<file path="src/siq_pkg.sv">
// Shared constants and types for the sorted insert queue.
package siq_pkg;

  localparam int unsigned DEPTH  = 16;
  localparam int unsigned DATA_W = 32;
  localparam int unsigned CNT_W  = $clog2(DEPTH + 1);
  localparam int unsigned KIND_W = 2;
  localparam int unsigned STAT_W = 2;
  localparam int unsigned OUT_W  = ((DATA_W + CNT_W + 7) / 8) * 8;

  localparam logic [KIND_W-1:0] KIND_PUSH = 2'd0;
  localparam logic [KIND_W-1:0] KIND_INS  = 2'd1;
  localparam logic [KIND_W-1:0] KIND_POP  = 2'd2;

  localparam logic [STAT_W-1:0] ST_OK    = 2'd0;
  localparam logic [STAT_W-1:0] ST_FULL  = 2'd1;
  localparam logic [STAT_W-1:0] ST_EMPTY = 2'd2;

  // Per-transaction command broadcast to every cell.
  typedef struct packed {
    logic push;
    logic ins;
    logic pop;
  } siq_ctrl_t;

endpackage

</file>
<file path="src/siq_cell.sv">
// One storage cell of the queue: holds an entry and shifts left, right or loads.
module siq_cell (
  input  logic                     clk_i,
  input  siq_pkg::siq_ctrl_t       ctrl_i,
  input  logic                     valid_i,
  input  logic [siq_pkg::DATA_W-1:0] value_i,
  input  logic [siq_pkg::DATA_W-1:0] left_i,
  input  logic [siq_pkg::DATA_W-1:0] right_i,
  input  logic                     found_i,
  output logic                     found_o,
  output logic [siq_pkg::DATA_W-1:0] entry_o
);
  import siq_pkg::*;

  logic [DATA_W-1:0] entry_q, entry_d;
  logic              here;

  // Insert point: an empty slot, a greater entry, or the front for a push.
  assign here    = ctrl_i.push | ~valid_i | (entry_q > value_i);
  assign found_o = found_i | here;

  always_comb begin
    entry_d = entry_q;
    if (ctrl_i.push || ctrl_i.ins) begin
      if (found_i) begin
        entry_d = left_i;
      end else if (here) begin
        entry_d = value_i;
      end
    end else if (ctrl_i.pop) begin
      entry_d = right_i;
    end
  end

  always_ff @(posedge clk_i) begin
    entry_q <= entry_d;
  end

  assign entry_o = entry_q;

endmodule

</file>
<file path="src/sorted_insert_queue.sv">
// Top level of the sorted insert queue: cell row, occupancy counter, result register.
//
// Holds up to DEPTH 32-bit values in a row of cells, front first. Every cell
// sees each push, sorted insert or pop at once and updates its entry in the
// same clock, so one transaction is taken per cycle while ready, and its result
// appears on the master side in the next cycle. The result register is the only
// buffering: the slave side stalls only while a result waits to be taken.
module sorted_insert_queue (
  input  logic                       clk_i,
  input  logic                       rst_ni,
  input  logic                       s_axis_tvalid,
  output logic                       s_axis_tready,
  input  logic [siq_pkg::DATA_W-1:0] s_axis_tdata,   // [31:0] value
  input  logic [siq_pkg::KIND_W-1:0] s_axis_tuser,   // [1:0] kind
  output logic                       m_axis_tvalid,
  input  logic                       m_axis_tready,
  output logic [siq_pkg::OUT_W-1:0]  m_axis_tdata,   // [31:0] popped_value, [36:32] occupancy
  output logic [siq_pkg::STAT_W-1:0] m_axis_tuser    // [1:0] status
);
  import siq_pkg::*;

  logic [CNT_W-1:0]  count_q, count_d;
  logic              out_valid_q, out_valid_d;
  logic [STAT_W-1:0] status_q, status_d;
  logic [DATA_W-1:0] popped_q, popped_d;
  logic [CNT_W-1:0]  occ_q;

  logic              accept, full, empty;
  siq_ctrl_t         ctrl;
  logic [DEPTH-1:0]  valid;
  logic [DEPTH:0]    found;
  logic [DATA_W-1:0] entry [DEPTH];

  assign s_axis_tready = ~out_valid_q | m_axis_tready;
  assign accept        = s_axis_tvalid & s_axis_tready;
  assign full          = (count_q == CNT_W'(DEPTH));
  assign empty         = (count_q == '0);

  assign ctrl.push = accept & (s_axis_tuser == KIND_PUSH) & ~full;
  assign ctrl.ins  = accept & (s_axis_tuser == KIND_INS) & ~full;
  assign ctrl.pop  = accept & (s_axis_tuser == KIND_POP) & ~empty;

  assign found[0] = 1'b0;

  for (genvar i = 0; i < DEPTH; i++) begin : g_cell
    logic [DATA_W-1:0] left, right;
    assign valid[i] = (CNT_W'(i) < count_q);
    if (i == 0) begin : g_first
      assign left = s_axis_tdata;
    end else begin : g_mid_l
      assign left = entry[i-1];
    end
    if (i == DEPTH - 1) begin : g_last
      assign right = entry[i];
    end else begin : g_mid_r
      assign right = entry[i+1];
    end
    siq_cell u_cell (
      .clk_i   (clk_i),
      .ctrl_i  (ctrl),
      .valid_i (valid[i]),
      .value_i (s_axis_tdata),
      .left_i  (left),
      .right_i (right),
      .found_i (found[i]),
      .found_o (found[i+1]),
      .entry_o (entry[i])
    );
  end

  always_comb begin
    count_d  = count_q;
    status_d = ST_OK;
    popped_d = '0;
    case (s_axis_tuser)
      KIND_PUSH, KIND_INS: begin
        if (full) begin
          status_d = ST_FULL;
        end else begin
          count_d = count_q + CNT_W'(1);
        end
      end
      KIND_POP: begin
        if (empty) begin
          status_d = ST_EMPTY;
        end else begin
          popped_d = entry[0];
          count_d  = count_q - CNT_W'(1);
        end
      end
      default: begin
      end
    endcase
  end

  always_comb begin
    out_valid_d = out_valid_q;
    if (accept) begin
      out_valid_d = 1'b1;
    end else if (m_axis_tready) begin
      out_valid_d = 1'b0;
    end
  end

  always_ff @(posedge clk_i or negedge rst_ni) begin
    if (!rst_ni) begin
      count_q     <= '0;
      out_valid_q <= 1'b0;
    end else begin
      out_valid_q <= out_valid_d;
      if (accept) begin
        count_q <= count_d;
      end
    end
  end

  always_ff @(posedge clk_i) begin
    if (accept) begin
      status_q <= status_d;
      popped_q <= popped_d;
      occ_q    <= count_d;
    end
  end

  assign m_axis_tvalid = out_valid_q;
  assign m_axis_tuser  = status_q;
  assign m_axis_tdata  = {(OUT_W - DATA_W - CNT_W)'(0), occ_q, popped_q};

endmodule

</file>
<file path="config.mk">
export PLATFORM = sky130hd
export DESIGN_NAME = sorted_insert_queue
export DESIGN_NICKNAME = d
export VERILOG_FILES = /design/src/siq_pkg.sv /design/src/siq_cell.sv /design/src/sorted_insert_queue.sv
export SDC_FILE = /design/constraint.sdc
export NUM_CORES = 2
export LEC_CHECK = 0
export BUFFER_PORTS_ARGS = -buffer_cell sky130_fd_sc_hd__buf_2
export CORE_MARGIN = 2
export CORE_UTILIZATION = 40
export DETAILED_ROUTE_END_ITERATION = 10
export PLACE_DENSITY = 0.6
export SYNTH_ARGS = -nofsm -noshare
export SYNTH_HDL_FRONTEND = slang
export SYNTH_SLANG_ARGS = --single-unit
export TNS_END_PERCENT = 20
</file>
<file path="constraint.sdc">
create_clock -name clk_i -period 13 [get_ports clk_i]
set_clock_uncertainty 0.2 [all_clocks]
set_input_delay 0.65 -clock clk_i [delete_from_list [all_inputs] [get_ports clk_i]]
set_output_delay 0.65 -clock clk_i [all_outputs]
set_load 0.05 [all_outputs]
</file>
==> summary.md <==
| Metric | Value |
|---|---|
| Status | finished, final reports clean |
| Vias in the first global route | 32500 |
| Synth cell types | 75 |
| Clock buffer depth | 3 |
| Async SR Flop Fraction | 1.08% |
| Cell Rows | 115 |
| Grt total ovfl | 0 |
| Largest net degree at the start of global routing | 226 |
| CTS tree | done |
| Drt first-iter violations | 4572 |
| Wire per inst | 28.4 µm |
| Multi-input logic area | 21900 µm² |
| P_sw | 2.45 mW |
| Die area | 102000 µm² |
| Top post-synthesis cells by count | edfxtp_1 (551), ha_1 (515), o21ai_0 (465) |
| Largest cells by area after synthesis | edfxtp_1 (42%), ha_1 (16%), o21ai_0 (5.9%), nand2_1 (4.2%), mux2i_1 (4.0%) |
| Die Height | 319 µm |
| PortBufs | 78 |
| Via Count | 34800 |
| Die width | 319 µm |
| Yosys warnings | 0 |
| Peak supply drop | 0.0921 mV |
| Mapped Area | 39700 µm² |
| Max cap viols | 0 |
| Internal | 4.04 mW |
| Reg area | 16700 µm² |
| Count leader, synth | edfxtp_1 |
| Combinational Power Share | 29.9% |
| Max stage delay cell, worst path | dfrtp_1 |
| TritonCTS Sinks | 557 |
| Clock network power share | 30.0% |
| Max Freq | 0.147 GHz |
| Area grow syn2layout | 10.1% |
| Synth Flop Type | edfxtp_1 |
| Remaining DRCs | 0 |
| Core area | 98400 µm² |
| CP Max Fanout | 186 |
| Startpoint Class | flop |
| Critical path buffers and inverters | 3 |
| Slew Viols, Final | 0 |
| Final Hold Viols | 0 |
| PwrDens | 148 nW/µm² |
| First-pass DRT Iterations | 6 |
| Final period util | 52.3% |
| Vias per cell | 6.45 |
| Total GRT Usage | 29.5% |
| Switching Share | 37.8% |
| Worst-Skew Late Latency | 0.64 ns |
| Worst EP arrival | 6.92 ns |
| Clock-pin slew on the worst setup and hold paths | 0.06 ns |
| Initial antenna violation count | 18 |
| Final ANT Viol Nets | 0 |
| Setup Viol. Count Final | 0 |
| Slew margin rel. | 20.8% |
| Syn_area_per_cell | 9.67 µm² |
| WL final | 153000 µm |
| CP max stage delay | 0.70 ns |
| Crit path max-delay family | simple AND/OR/NAND/NOR gates |
| Critical Path RT | 13.11 ns |
| Final Wtd Congestion | 0.988 |
| Initial core utilization | 40.3% |
| Hold Startpoint | s_axis_tvalid |
| Register area share after synthesis | 42.1% |
| Post-DP HPWL | 111000 µm |
| Critical Path Sink Type | flop |
| Hold slack | 0.0511 ns |
| Critical path origin | count_q[1]$_DFFE_PN0P_ |
| Share of cells above drive strength 1 | 8.36% |
| EDFF count, synth | 551 |
| Fillers | 9476 |
| Slew @ Worst Pin | 1.19 ns |
| Root Driver | clkbuf_16 |
| Boundary Pins | 82 |
| Most used cell, CP | nand2_1 |
| Min Tclk post-route | 6.80 ns |
| RSZ-0062 raised after global routing | false |
| Leakage | 16.9 nW |
| TritonCTS Buffers | 68 |
| Critical R2R Launch | count_q[1]$_DFFE_PN0P_ |
| Worst path cell trace | inv_1, ha_1, nand2_1, o21ai_0, nor2_4, nand2_1, o211ai_1, or4_4, buf_12, nor2_1, a21oi_4, buf_4 |
| Seq pwr share | 40.1% |
| Setup TNS | 0 ns |
| Yosys top cell area share | 41.7% |
| First-pass GRT wire length | 224000 µm |
| WS Path Type | reg2reg |
| H-Tree Depth | 3 |
| Total power | 6.49 mW |
| Leading area contributor after synthesis | edfxtp_1 |
| Hold crit path type | in2reg |
| Post-Synthesis Cells | 4103 |
| Synthesized flop and latch total | 557 |
| Final nets | 4595 |
## state kept, by name (all words and copies together) (netlist names)
register / flops
g_cell.u_cell.entry_o: 512
m_axis_tuser: 2
m_axis_tvalid: 1
occ_q: 5
popped_q: 32
count_q: 5
## worst register-to-register path, cell delays in order (launching register included)
cell and delay [ns]:
dfrtp_1 0.70, inv_1 0.27, ha_1 0.30, nand2_1 0.09
o21ai_0 0.37, nor2_4 0.69, nand2_1 0.56, o211ai_1 0.52
or4_4 0.62, buf_12 0.64, nor2_1 0.47, a21oi_4 0.63
buf_4 0.40
## worst paths after layout
path	end	slack (ns)	depth (start not counted)
min in group asynchronous	count_q[3]$_DFFE_PN0P_	0.18	2
min	m_axis_tvalid$_DFFE_PN0P_	0.05	2
min reg2reg	g_cell[2].u_cell.entry_o[0]$_DFFE_PP_	0.36	2
max reg2reg	g_cell[7].u_cell.entry_o[5]$_DFFE_PP_	6.20	12
max in group asynchronous	m_axis_tvalid$_DFFE_PN0P_	12.26	2
max	g_cell[7].u_cell.entry_o[5]$_DFFE_PP_	6.20	12
## layer usage
layer	global-route usage, %	share of wire [%]	up-vias
met5	0.615	0.060	-
met4	11.0	3.9	4
met2	42.4	41	2137
met3	6.50	12	271
met1	42.9	43	16700
li1	-	-	15600
## stage by stage
step | worst slack [ns] | instances | cell area (µm²) | utilization, %
final | 6.20 | 5392 | 43700 | 44.4
after global routing | 5.89 | 5389 | 43700 | 44.4
after CTS | 6.49 | 5380 | 43700 | 44.4
after detailed placement | 5.89 | 5258 | 41500 | 42.1
after global placement | 6.02 | 5258 | 41500 | 42.1
after floorplan | 7.04 | 4105 | 39700 | -
## layout make-up
cell class | instances | area share, %
sequential | 557 | 38.2
inverter | 71 | 0.610
timing repair buffer | 152 | 2.26
antenna | 12 | 0.0687
clock inverter | 39 | 0.919
multi-input combinational | 3192 | 50.1
clock buffer | 82 | 4.11
tap | 1287 | 3.69
## layout by cell type (no fill, tap or decap), types with 12 or more instances in the layout
cell,Yosys,final
clkbuf_1,260,12
diode_2,0,12
buf_4,5,70
nand4_1,136,136
nor4_1,23,20
a21o_1,58,58
o211ai_1,86,86
mux2i_1,159,159
nand2_1,442,439
clkbuf_16,0,70
buf_2,9,78
ha_1,515,515
o31ai_1,36,36
nor3_1,37,35
nor2b_1,18,18
nor2_1,326,321
nand3_1,202,200
clkinv_1,0,12
o21ai_0,465,464
o21a_1,18,17
and2_1,35,35
a31oi_1,208,201
mux2_4,29,29
edfxtp_1,551,551
a211oi_1,39,39
inv_1,71,70
a21oi_1,211,203
clkinv_2,0,13
## power by group through the flow
stage | registers [mW] | logic (mW) | clock network [mW]
after floorplan | 2.50 | 1.23 | 0
after global placement | 2.62 | 1.85 | 0
after detailed placement | 2.62 | 1.88 | 0
after CTS | 2.58 | 1.89 | 1.97
after global routing | 2.62 | 2.11 | 2.02
final | 2.60 | 1.94 | 1.94
## cells by family (layout without fill, tap and decap cells)
| family | Yosys count | after routing | synth area share (%) |
|---|---|---|---|
| AO/OA/AOI/OAI | 1204 | 1204 | 18.2 |
| AND/OR/NAND/NOR | 1275 | 1275 | 14.7 |
| XOR/XNOR | 2 | 2 | 0.0442 |
| other | 1 | 15 | 0.00945 |
| adder cells (fa/ha/maj) | 515 | 515 | 16.2 |
| multiplexers | 193 | 193 | 5.25 |
| flip-flops | 557 | 557 | 42.1 |
| buffers and inverters | 356 | 344 | 3.50 |
## timing repair
| item | 4_1_cts | 5_1_grt |
|---|---|---|
| setup endpoints to repair | 0 | 0 |
| hold buffers | 1 | 0 |
| endpoints found under the hold margin | 6 | 0 |
| resized for setup | 0 | 0 |
| buffers inserted | 0 | 0 |
No activity file was read; power rests on OpenSTA's default activity.
